## src/hdl/tphg_pkg.sv

```systemverilog
`timescale 1ns / 1ps
package tphg_pkg;
   localparam int MaxRules = 256;
   localparam int MaxFrame = 9000;
   localparam int HdrWords = 27;
   localparam logic [2:0] ADDR_MODE   = 3'd0;
   localparam logic [2:0] ADDR_RCOUNT = 3'd1;
   localparam logic [2:0] ADDR_SEED   = 3'd2;
   localparam logic [2:0] ADDR_DMAC   = 3'd3;
   localparam logic [2:0] ADDR_SMAC   = 3'd4;
   localparam logic [2:0] ADDR_SIP    = 3'd5;
   localparam logic [2:0] ADDR_DIP    = 3'd6;
   localparam logic OP_START = 1'b0;
   localparam logic OP_WORD  = 1'b1;

   typedef struct packed {
      logic start;      // latch frame, begin lcg draws
      logic lcg_step;   // one lcg step
      logic [1:0] draw; // which draw is being stored
      logic add_word;   // absorb payload word
      logic csum_step;  // one checksum accumulation step
      logic [4:0] csum_idx;
      logic [4:0] hidx;
   } cmd_type;

   typedef struct packed {
      logic words_done; // payload counter will reach zero with this word
      logic frame_open;
   } sts_type;

   function automatic logic [15:0] fold_not(input logic [31:0] s);
      logic [31:0] t;
      t = {16'd0, s[31:16]} + {16'd0, s[15:0]};
      t = t + {16'd0, t[31:16]};
      return ~t[15:0];
   endfunction
endpackage

```

## src/hdl/tcp_packet_header_generator.sv

```systemverilog
`timescale 1ns / 1ps
// TCP test frame header generator.
// Input channel req_*: operation 0 starts a frame of req_frame_bytes, 1 delivers
// one 16-bit payload word. Result channel rsp_*: one announcement per start
// (kind 0, from_rule, rule_number), then after the last payload word the 27
// big-endian header words (kind 1, word_index, last on word 26).
// A start runs three LCG steps, each a registered multiply split into two
// 32-bit halves and a draw, then a wait state, before its announcement.
// Each payload word is absorbed on acceptance; the last one is followed by a
// checksum pass over header words 7-26, then one header word per unstalled cycle.
// One item is in work at a time; req_ready is low until all its results are
// transferred. A stalled rsp_ready holds the current result and the block.
// Reset restores all register defaults, zeroes the seed and the LCG, and
// closes any open frame. Registers via csr_ APB port, 8-byte spacing.
module tcp_packet_header_generator (
   input  logic clock,
   input  logic reset,
   input  logic req_valid,
   output logic req_ready,
   input  logic req_operation,
   input  logic [13:0] req_frame_bytes,
   input  logic [15:0] req_payload_word,
   output logic rsp_valid,
   input  logic rsp_ready,
   output logic rsp_kind,
   output logic rsp_from_rule,
   output logic [7:0] rsp_rule_number,
   output logic [15:0] rsp_header_word,
   output logic [4:0] rsp_word_index,
   output logic rsp_last,
   input  logic csr_psel,
   input  logic csr_penable,
   input  logic csr_pwrite,
   input  logic [5:0] csr_paddr,
   input  logic [63:0] csr_pwdata,
   output logic [63:0] csr_prdata,
   output logic csr_pready
);
   import tphg_pkg::*;

   cmd_type cmd;
   sts_type sts;
   logic ann_rule;
   logic [7:0] ann_num;
   logic [15:0] hw;

   assign csr_pready = 1'b1;

   tphg_control u_ctl (
      .clock, .reset, .req_valid, .req_ready, .req_operation,
      .rsp_valid, .rsp_ready, .rsp_kind, .rsp_last, .rsp_word_index,
      .sts, .cmd
   );

   tphg_datapath u_dp (
      .clock, .reset, .cmd, .sts,
      .frame_bytes(req_frame_bytes), .payload_word(req_payload_word),
      .cfg_we(csr_psel & csr_penable & csr_pwrite & (csr_paddr[5:3] != 3'd7)
              & (csr_paddr[2:0] == 3'd0)),
      .cfg_addr(csr_paddr[5:3]), .cfg_data(csr_pwdata), .cfg_rdata(csr_prdata),
      .ann_rule, .ann_rule_number(ann_num), .hdr_word(hw)
   );

   assign rsp_from_rule = rsp_kind ? 1'b0 : ann_rule;
   assign rsp_rule_number = rsp_kind ? 8'd0 : ann_num;
   assign rsp_header_word = rsp_kind ? hw : 16'd0;
endmodule

```

## src/hdl/tphg_datapath.sv

```systemverilog
`timescale 1ns / 1ps
module tphg_datapath (
   input  logic clock,
   input  logic reset,
   input  tphg_pkg::cmd_type cmd,
   output tphg_pkg::sts_type sts,
   input  logic [13:0] frame_bytes,
   input  logic [15:0] payload_word,
   input  logic cfg_we,
   input  logic [2:0] cfg_addr,
   input  logic [63:0] cfg_data,
   output logic [63:0] cfg_rdata,
   output logic ann_rule,
   output logic [7:0] ann_rule_number,
   output logic [15:0] hdr_word
);
   import tphg_pkg::*;

   logic [2:0] mode_ff;
   logic [8:0] rcount_ff;
   logic [63:0] seed_ff, lcg_ff, lcg_in, prod_lo_ff;
   logic [31:0] prod_hi_ff;
   logic [47:0] dmac_ff, smac_ff;
   logic [31:0] sip_ff, dip_ff;
   logic [1:0] fcnt_ff;
   logic [7:0] ridx_ff;
   logic [13:0] fsize_ff;
   logic [12:0] left_ff;
   logic [31:0] sum_ff, ipsum_ff, tcpsum_ff;
   logic [15:0] dport_ff;
   logic [31:0] seq_ff, ack_ff;
   logic ann_rule_ff;
   logic [7:0] ann_num_ff;
   logic rule;
   logic [2:0] mode_eff;
   logic [8:0] eff, cur, nxt;
   logic [13:0] fb;
   logic [15:0] w, hw;
   logic [15:0] ipck, tcpck;
   logic [31:0] draw;

   always_comb begin
      mode_eff = (mode_ff > 3'd4) ? 3'd4 : mode_ff;
      case (mode_eff)
         3'd0: rule = 1'b0;
         3'd1: rule = (fcnt_ff == 2'd0);
         3'd2: rule = ~fcnt_ff[0];
         3'd3: rule = (fcnt_ff != 2'd0);
         default: rule = 1'b1;
      endcase
      eff = (rcount_ff == 9'd0) ? 9'd1 : ((rcount_ff > 9'd256) ? 9'd256 : rcount_ff);
      cur = ({1'b0, ridx_ff} < eff) ? {1'b0, ridx_ff} : 9'd0;
      nxt = (cur + 9'd1 == eff) ? 9'd0 : cur + 9'd1;
      fb = (frame_bytes < 14'd60) ? 14'd60 :
           ((frame_bytes > 14'(MaxFrame)) ? 14'(MaxFrame) : frame_bytes);
      w = (left_ff == 13'd1 && fsize_ff[0]) ? {payload_word[15:8], 8'd0} : payload_word;
      lcg_in = {prod_hi_ff + prod_lo_ff[63:32], prod_lo_ff[31:0]} + 64'd12345;
      draw = lcg_in[63:32];
      ipck = fold_not(ipsum_ff);
      tcpck = fold_not(tcpsum_ff);
   end

   function automatic logic [15:0] hword(input logic [4:0] k, input logic [15:0] ic,
                                         input logic [15:0] tc);
      case (k)
         5'd0: return dmac_ff[47:32];
         5'd1: return dmac_ff[31:16];
         5'd2: return dmac_ff[15:0];
         5'd3: return smac_ff[47:32];
         5'd4: return smac_ff[31:16];
         5'd5: return smac_ff[15:0];
         5'd6: return 16'h0800;
         5'd7: return 16'h4500;
         5'd8: return 16'(fsize_ff - 14'd14);
         5'd11: return 16'h2006;
         5'd12: return ic;
         5'd13: return sip_ff[31:16];
         5'd14: return sip_ff[15:0];
         5'd15: return dip_ff[31:16];
         5'd16: return dip_ff[15:0];
         5'd17: return 16'd80;
         5'd18: return dport_ff;
         5'd19: return seq_ff[31:16];
         5'd20: return seq_ff[15:0];
         5'd21: return ack_ff[31:16];
         5'd22: return ack_ff[15:0];
         5'd23: return 16'h5010;
         5'd24: return 16'd5840;
         5'd25: return tc;
         default: return 16'd0;
      endcase
   endfunction

   always_comb hw = hword(cmd.csum_idx, 16'd0, 16'd0);
   assign hdr_word = hword(cmd.hidx, ipck, tcpck);
   assign sts.words_done = (left_ff == 13'd1);
   assign sts.frame_open = (left_ff != 13'd0);
   assign ann_rule = ann_rule_ff;
   assign ann_rule_number = ann_num_ff;

   always_comb begin
      unique case (cfg_addr)
         ADDR_MODE:   cfg_rdata = {61'd0, mode_ff};
         ADDR_RCOUNT: cfg_rdata = {55'd0, rcount_ff};
         ADDR_SEED:   cfg_rdata = seed_ff;
         ADDR_DMAC:   cfg_rdata = {16'd0, dmac_ff};
         ADDR_SMAC:   cfg_rdata = {16'd0, smac_ff};
         ADDR_SIP:    cfg_rdata = {32'd0, sip_ff};
         ADDR_DIP:    cfg_rdata = {32'd0, dip_ff};
         default:     cfg_rdata = 64'd0;
      endcase
   end

   always_ff @(posedge clock) begin
      prod_lo_ff <= 64'(lcg_ff[31:0]) * 64'd1103515245;
      prod_hi_ff <= lcg_ff[63:32] * 32'd1103515245;
      if (reset) begin
         mode_ff <= 3'd4; rcount_ff <= 9'd1; seed_ff <= 64'd0; lcg_ff <= 64'd0;
         dmac_ff <= 48'h000423B729C4; smac_ff <= 48'h000423B721D8;
         sip_ff <= 32'h0A0A0A0A; dip_ff <= 32'h0B0B0B0B;
         fcnt_ff <= 2'd0; ridx_ff <= 8'd0; fsize_ff <= 14'd0; left_ff <= 13'd0;
         sum_ff <= 32'd0; dport_ff <= 16'd0; seq_ff <= 32'd0; ack_ff <= 32'd0;
         ann_rule_ff <= 1'b0; ann_num_ff <= 8'd0;
         ipsum_ff <= 32'd0; tcpsum_ff <= 32'd0;
      end else begin
         if (cfg_we) begin
            unique case (cfg_addr)
               ADDR_MODE:   mode_ff <= cfg_data[2:0];
               ADDR_RCOUNT: rcount_ff <= cfg_data[8:0];
               ADDR_SEED:   begin seed_ff <= cfg_data; lcg_ff <= cfg_data; end
               ADDR_DMAC:   dmac_ff <= cfg_data[47:0];
               ADDR_SMAC:   smac_ff <= cfg_data[47:0];
               ADDR_SIP:    sip_ff <= cfg_data[31:0];
               ADDR_DIP:    dip_ff <= cfg_data[31:0];
               default: ;
            endcase
         end
         if (cmd.start) begin
            fsize_ff <= fb;
            left_ff <= 13'((fb - 14'd53) >> 1);
            sum_ff <= 32'd0;
            ann_rule_ff <= rule;
            ann_num_ff <= rule ? cur[7:0] : 8'd0;
            if (rule) ridx_ff <= nxt[7:0];
            fcnt_ff <= fcnt_ff + 2'd1;
         end
         if (cmd.lcg_step) begin
            lcg_ff <= lcg_in;
            case (cmd.draw)
               2'd0: dport_ff <= {draw[23:16], draw[31:24]};
               2'd1: seq_ff <= {draw[7:0], draw[15:8], draw[23:16], draw[31:24]};
               default: ack_ff <= {draw[7:0], draw[15:8], draw[23:16], draw[31:24]};
            endcase
         end
         if (cmd.add_word) begin
            sum_ff <= sum_ff + {16'd0, w};
            left_ff <= left_ff - 13'd1;
            ipsum_ff <= 32'd0;
            tcpsum_ff <= sum_ff + {16'd0, w} + 32'd6 + {16'd0, 16'(fsize_ff - 14'd34)};
         end
         if (cmd.csum_step) begin
            if (cmd.csum_idx >= 5'd7 && cmd.csum_idx <= 5'd16)
               ipsum_ff <= ipsum_ff + {16'd0, hw};
            if (cmd.csum_idx >= 5'd13)
               tcpsum_ff <= tcpsum_ff + {16'd0, hw};
         end
      end
   end
endmodule

```

## src/hdl/tphg_control.sv

```systemverilog
`timescale 1ns / 1ps
module tphg_control (
   input  logic clock,
   input  logic reset,
   input  logic req_valid,
   output logic req_ready,
   input  logic req_operation,
   output logic rsp_valid,
   input  logic rsp_ready,
   output logic rsp_kind,
   output logic rsp_last,
   output logic [4:0] rsp_word_index,
   input  tphg_pkg::sts_type sts,
   output tphg_pkg::cmd_type cmd
);
   import tphg_pkg::*;

   typedef enum logic [6:0] {
      S_IDLE = 7'b0000001, S_MUL = 7'b0000010, S_DRAW = 7'b0000100,
      S_ANN = 7'b0001000, S_CSUM = 7'b0010000, S_HDR = 7'b0100000,
      S_WAIT = 7'b1000000
   } state_type;

   state_type state_ff, state_in;
   logic [4:0] idx_ff, idx_in;
   logic [1:0] draw_ff, draw_in;
   logic acc;

   assign req_ready = (state_ff == S_IDLE);
   assign acc = req_valid & req_ready;
   assign rsp_valid = (state_ff == S_ANN) || (state_ff == S_HDR);
   assign rsp_kind = (state_ff == S_HDR);
   assign rsp_word_index = (state_ff == S_HDR) ? idx_ff : 5'd0;
   assign rsp_last = (state_ff == S_HDR) && (idx_ff == 5'(HdrWords - 1));

   always_comb begin
      state_in = state_ff; idx_in = idx_ff; draw_in = draw_ff;
      cmd = '0;
      cmd.draw = draw_ff;
      cmd.csum_idx = idx_ff;
      cmd.hidx = idx_ff;
      unique case (state_ff)
         S_IDLE: if (acc) begin
            if (req_operation == OP_START) begin
               cmd.start = 1'b1; draw_in = 2'd0; state_in = S_MUL;
            end else if (sts.frame_open) begin
               cmd.add_word = 1'b1;
               if (sts.words_done) begin idx_in = 5'd7; state_in = S_CSUM; end
            end
         end
         S_MUL: state_in = S_DRAW;
         S_DRAW: begin
            cmd.lcg_step = 1'b1;
            draw_in = draw_ff + 2'd1;
            state_in = (draw_ff == 2'd2) ? S_WAIT : S_MUL;
         end
         S_WAIT: state_in = S_ANN;
         S_ANN: if (rsp_ready) state_in = S_IDLE;
         S_CSUM: begin
            cmd.csum_step = 1'b1;
            idx_in = idx_ff + 5'd1;
            if (idx_ff == 5'(HdrWords - 1)) begin idx_in = 5'd0; state_in = S_HDR; end
         end
         S_HDR: begin
            if (rsp_ready) begin
               idx_in = idx_ff + 5'd1;
               if (idx_ff == 5'(HdrWords - 1)) state_in = S_IDLE;
            end
         end
         default: state_in = S_IDLE;
      endcase
   end

   always_ff @(posedge clock) begin
      if (reset) begin
         state_ff <= S_IDLE; idx_ff <= 5'd0; draw_ff <= 2'd0;
      end else begin
         state_ff <= state_in; idx_ff <= idx_in; draw_ff <= draw_in;
      end
   end
endmodule

```

## config.mk

```make
export PLATFORM = sky130hd
export DESIGN_NAME = tcp_packet_header_generator
export DESIGN_NICKNAME = d
export VERILOG_FILES = /design/src/hdl/tphg_pkg.sv /design/src/hdl/tcp_packet_header_generator.sv /design/src/hdl/tphg_datapath.sv /design/src/hdl/tphg_control.sv
export SDC_FILE = /design/constraint.sdc
export NUM_CORES = 2
export LEC_CHECK = 0
export ABC_AREA = 1
export BUFFER_PORTS_ARGS = -buffer_cell sky130_fd_sc_hd__buf_2
export CAP_MARGIN = 10
export CORE_MARGIN = 2
export CORE_UTILIZATION = 44
export CTS_CLUSTER_SIZE = 24
export DETAILED_ROUTE_END_ITERATION = 16
export GPL_TIMING_DRIVEN = 0
export PLACE_DENSITY = 0.62
export SETUP_SLACK_MARGIN = 0.05
export SYNTH_ARGS = -nofsm -noshare
export SYNTH_HDL_FRONTEND = slang
export SYNTH_SLANG_ARGS = --single-unit
```

## constraint.sdc

```tcl
create_clock -name clock -period 6.1 [get_ports clock]
set_clock_uncertainty 0.05 [all_clocks]
set_input_delay 0.61 -clock clock [delete_from_list [all_inputs] [get_ports clock]]
set_output_delay 0.61 -clock clock [all_outputs]
set_load 0.05 [all_outputs]
```

**Word level (Yosys, flattened, before mapping)**

Cells that the tools add are included.
Widths: inputs -> output; s select.

- Register bits after elaboration: 631
- Latch bits: 0
- RAM bits: 0
- ROM bits: 0
- Output and inout bits: 99
- Word-level logic and storage cells: 212
- Memories: 0

- $add $sub $neg: 19
- Multiply operators: 2
- Divide/modulo/power cells: 0
- Order comparisons: 8
- Eq/ne operators: 56
- Shifts and indexed selects: 0
- Multiplexer cells: 59
- Bitwise operators: 9
- Reductions and logical operators: 34

Operator list:

| operator | number |
|---|---|
| $pmux 64 s7 | 1 |
| $pmux 16 s24 | 1 |
| $pmux 16 s22 | 1 |
| $mux 32 | 8 |
| $mux 64 | 3 |
| $add 32x16->32 | 4 |
| $add 64x14->64 const B | 1 |
| $mul 32x31->63 const B | 1 |
| $mux 7 | 9 |
| $eq 5x5->1 const B | 11 |
| $pmux 7 s7 | 1 |
| $mux 8 | 5 |
| $mux 5 | 7 |
| $add 16x16->17 | 2 |
| $add 16x1->16 | 2 |
| $add 32x3->32 const B | 1 |
| $add 32x31->32 | 1 |
| $mul 32x31->32 const B | 1 |
| $not 16->16 | 2 |
| $eq 5x4->1 const B | 6 |
| $mux 14 | 2 |
| $mux 13 | 2 |
| $reduce_and 2->1 | 12 |
| $eq 5x3->1 const B | 4 |
| other kinds (57) | 99 |

**Depth between registers and ports, before layout**

- Depth in word-level cells: 9
- Gate-level depth with buffers: 35
- Gate-level depth less buffers: 35

**Cells and area by module**

A second synthesis with hierarchy kept.

- Cell total of the unflattened synthesis: 8515
- Area total of the unflattened synthesis: 63881.3 sq um

By module, submodules not included:

| module | times used | cells an instance | area each (sq um) |
|---|---|---|---|
| tphg_datapath | 1 | 8276 | 62409.9 |
| tphg_control | 1 | 175 | 1203.7 |
| tcp_packet_header_generator | 1 | 64 | 267.8 |

**Least setup slack after synthesis**

Ideal clock, no wire load.

- Path kind: reg2reg
- From: reg u_dp.lcg_ff[7]
- To: reg u_dp.prod_lo_ff[51]
- Library setup time: 0.072 ns
- Arrival time: 6.633 ns
- Required time: 5.978 ns
- Setup slack: -0.655 ns
- Cell stages (with the launch flop): 30
- Clock period less this slack: 6.755 ns
- Cells stage by stage: dfxtp_1 > ha_1 > xnor2_1 > inv_1 > ha_1 > or2_2 > fa_1 > inv_1 > fa_1 > inv_1 > fa_1 > inv_1 > fa_1 > inv_1 > fa_1 > inv_1 > fa_1 > inv_1 > ha_1 > nand2_1 > nor2_1 > inv_1 > nor2_1 > nand4_1 > nand3_1 > a21boi_0 > o21ai_0 > a21oi_1 > o21ai_0 > xor2_1

- Longest elaborated chain between the ends: 1

Ends and longest elaborated chain:

| what | RTL line | RTL |
|---|---|---|
| from (decl) | tphg_datapath.sv:21 | `logic [63:0] seed_ff, lcg_ff, lcg_in, prod_lo_ff;` |
| from (signal assigned) | tphg_datapath.sv:130 | `ADDR_SEED: begin seed_ff <= cfg_data; lcg_ff <= cfg_data; end` |
| from (signal assigned) | tphg_datapath.sv:148 | `lcg_ff <= lcg_in;` |
| $mul 32x31->63 | tphg_datapath.sv:115 | `prod_lo_ff <= 64'(lcg_ff[31:0]) * 64'd1103515245;` |
| to (signal assigned) | tphg_datapath.sv:115 |  |
| to (decl) | tphg_datapath.sv:21 |  |

No other way between the ends.
A chain may end at the register's enable or synchronous reset.

**Worst setup path after layout**

- From: reg u_dp.lcg_ff[16]
- To: reg u_dp.prod_lo_ff[48]

Same word-level chain as after synthesis.

==> key figures <==
Yosys
  • Post-synthesis sequential area ratio: 20.10%
  • Yosys top cell by area: dfxtp_1
  • Top cell type's share of synthesized area: 20.10%
  • Syn nets: 9805
  • Top cells by area, synth: dfxtp_1 20%, fa_1 17%, ha_1 14%, inv_1 9.9%, nand2_1 9.0%
  • FF+latch count, synth: 631
  • Synth Flop Type: dfxtp_1
  • Post-synthesis cell type count: 61
  • Yosys warns: 0
  • Post-synth EDFFs: 0
  • Syn_area_per_cell: 7.457 µm²
  • Post-Synthesis Cells: 8429
  • Ys async rst share: 0%
  • Cell Area, Synth: 62860 µm²

Die
  • Die Width: 382.0 µm
  • Full die area: 145900 µm²
  • Core region area: 141800 µm²
  • Initial core utilization: 44.34%
  • # IOs: 207
  • Rows: 138
  • Die height: 382.0 µm

Worst setup path
  • Kind of end point of the critical path: flop
  • CP dominant cell by count: fa_1
  • CP startpoint kind: flop
  • Reg-to-reg slack, setup: -0.33 ns
  • Max incr delay on CP: 0.59 ns
  • Crit path DAT: 7.01 ns
  • Slowest CP cell: fa_2
  • Worst setup path category: reg -> reg
  • CP max FO: 4
  • WP buf/inv: 4
  • Delay-heaviest family, CP: adder cells
  • WP data required: 6.68 ns
  • R2r worst-path depth: 26
  • Reg-to-Reg End: u_dp.prod_lo_ff[48]
  • FF-to-FF Start: u_dp.lcg_ff[16]

Cells and area
  • Post-Layout Cell Count: 10908
  • Layout area overhead: 17.61%
  • Final net count: 10321
  • Util after Layout: 52.15%
  • Proportion of layout cells with a drive suffix above 1: 12.82%
  • Final Cell Area: 73920 µm²
  • Fillers: 13837

Global route
  • Largest net degree at the start of global routing: 16
  • Gr ovfl total: 0
  • Gr usage total: 37.63%
  • Initial antenna violation count: 25
  • First-pass GRT wire length: 401600 µm
  • Vias in the first global route: 59409

Timing
  • RSZ-0062 raised after global routing: true
  • Worst setup margin: -0.3307 ns
  • Final hold vios: 0
  • Share of the clock period used by the worst path: 105.4%
  • Max Clk Rate: 155.5 MHz
  • Clock period minus worst slack: 6.431 ns
  • Tightest Pin Transition: 1.469 ns
  • Slew HR: 2.089%
  • Setup violators final: 32
  • Slew Viols, Final: 0

Power and ir drop
  • Max VDD drop: 218.8 µV
  • Power per cell area: 204.5 nW/µm²
  • Lkg Pwr: 36.77 nW

CTS
  • Clock Tree Buf Depth: 3
  • Clock latency on the worst-skew pair: 0.72 ns
  • Hold buffers post-CTS: 0
  • CTS tree: built
  • Root buffer cell: clkbuf_16
  • CTS H-tree depth: 3
  • CTS sink count: 631
  • CTS buffer count: 76
  • Clk slew on worst S/H paths: 0.07 ns

Routing
  • Wirelength, routed: 281300 µm
  • Wire per inst: 25.79 µm
  • DRT antenna net count: 0
  • Vias: 61736
  • DRT Pass-1 Iters: 6
  • DR vias/cell: 5.660
  • DR iter-0 viols: 6388
  • DRC: 0

Placement
  • Total placed cells including tap cells: 10530
  • Placed Area: 66520 µm²
  • Post-detail-place hpwl: 229900 µm
  • GP Congestion: 1.063
  • I/O Buffers: 204

Hold path
  • Hold path endpoint: u_dp.mode_ff[2]
  • Worst Hold Class: in -> reg
  • WHS Path Cells: 3
  • Hold_sp: csr_pwdata[2]

Flow run
  • Max-Cap Viols: 0

Status
  • Failing checks: setup timing
  • Outcome: finished, violations left
layer usage:
layer | part of all wire [%] | track usage (%) | up-vias
met2 | 44 | 58.74 | 2892
li1 | - | - | 28230
met1 | 41 | 49.53 | 29923
met4 | 5.9 | 18.82 | 10
met3 | 9.1 | 7.412 | 681
met5 | 0.025 | 0 | -
flip-flops by register name (all words and copies together), names as in the netlist, 9 cells and up:
signal,count
u_dp.dip_ff,32
u_dp.prod_lo_ff,63
u_dp.left_ff,13
u_dp.fsize_ff,14
u_dp.tcpsum_ff,32
u_dp.dport_ff,16
u_dp.prod_hi_ff,32
u_dp.lcg_ff,64
u_dp.sum_ff,32
u_dp.seed_ff,64
u_dp.sip_ff,32
u_dp.ipsum_ff,32
u_dp.ack_ff,32
u_dp.smac_ff,48
u_dp.rcount_ff,9
u_dp.seq_ff,32
u_dp.dmac_ff,48
tightest hold or removal path, delay by kind of cell:
kind	cells	cell delay [ns]
AND/OR/NAND/NOR	1	0.06
buffers and inverters	1	0.13
AO/OA/AOI/OAI	1	0.07
cell families after synthesis:
| family | Yosys count | synth area share (%) |
|---|---|---|
| simple gates | 2769 | 18.44 |
| buf+inv | 1882 | 11.31 |
| compound gates | 1597 | 14.45 |
| fa+ha+maj | 1268 | 31.74 |
| flops | 631 | 20.10 |
| xor+xnor | 281 | 3.963 |
| other cells | 1 | 0.005966 |
where the power goes:
group	internal [mW]	switching, mW	leakage, nW
combinational	1.72	3.89	30.3
clock	2.80	2.18	1.29
sequential	4.28	0.236	5.14
total	8.80	6.31	36.8
layout make-up:
type / instances / area [µm²] / area share, %
repair buffers: 439 / 2980 / 4.032
well taps: 1890 / 2365 / 3.199
diodes: 11 / 27.53 / 0.03724
flip-flops and latches: 631 / 12830 / 17.36
clock buffers: 100 / 2122 / 2.871
plain buffers: 214 / 854.6 / 1.156
multi-input cells: 5916 / 45880 / 62.06
inverters: 1667 / 6317 / 8.546
clock inverters: 40 / 545.5 / 0.7379
worst max-delay path by stage:
| stage | start | end | slack, ns | depth (start not counted) |
|---|---|---|---|---|
| global placement | u_dp.lcg_ff[14] | u_dp.prod_lo_ff[43] | -1.87 | 21 |
| finish | u_dp.lcg_ff[16] | u_dp.prod_lo_ff[48] | -0.33 | 26 |
| detailed placement | u_dp.lcg_ff[11] | u_dp.prod_lo_ff[45] | -1.86 | 22 |
| CTS | u_dp.lcg_ff[6] | u_dp.prod_lo_ff[62] | -0.33 | 28 |
| global route | u_dp.lcg_ff[9] | u_dp.prod_lo_ff[59] | -0.48 | 29 |
| floorplan | u_dp.lcg_ff[7] | u_dp.prod_lo_ff[59] | 0.05 | 31 |
per-stage QoR:
stage	setup WS (ns)	power (mW)	setup TNS [ns]	hold WS (ns)
final	-0.3307	15.12	-6.714	0.1397
after detailed placement	-1.864	9.881	-71.38	0.4020
after floorplan	0.05191	7.983	0	0.3636
after global placement	-1.866	9.844	-117.82	0.4007
after global routing	-0.4832	15.76	-10.79	0.1565
after CTS	-0.3341	14.86	-5.407	0.1236
synth_stat cells (103+ instances only):
| cell type | number |
|---|---|
| o21ai_0 | 490 |
| nand2_1 | 1508 |
| a21oi_1 | 688 |
| ha_1 | 724 |
| nand3_1 | 348 |
| fa_1 | 544 |
| inv_1 | 1651 |
| nor2_1 | 599 |
| nand4_1 | 103 |
| clkbuf_1 | 172 |
| dfxtp_1 | 631 |
| xor2_1 | 177 |
cells in the final DEF, fill, tap and decap left out, drive strengths merged, types with 9 or more instances in the layout:
master and n:
a211oi 19, a21boi 9, a21o 18, a21oi 688, a221oi 46, a22o 14
a22oi 11, a31oi 32, buf 482, clkbuf 271, clkinv 27, clkinvlp 22
dfxtp 631, diode 11, fa 544, ha 724, inv 1651, nand2 1524
nand3 351, nand3b 14, nand4 103, nor2 614, nor3 99, nor4 24
o2111ai 18, o211ai 92, o21a 27, o21ai 495, o21bai 18, o221ai 21
o22ai 63, or2 21, xnor2 100, xor2 181
timing repair:
item / 4_1_cts / 5_1_grt
gates resized for setup: 448 / 252
setup endpoints to repair: 97 / 75
pin swaps: 104 / 158
endpoints found under the hold margin: 0 / 0
buffers inserted: 141 / 87
No activity file was read; power rests on OpenSTA's default activity.
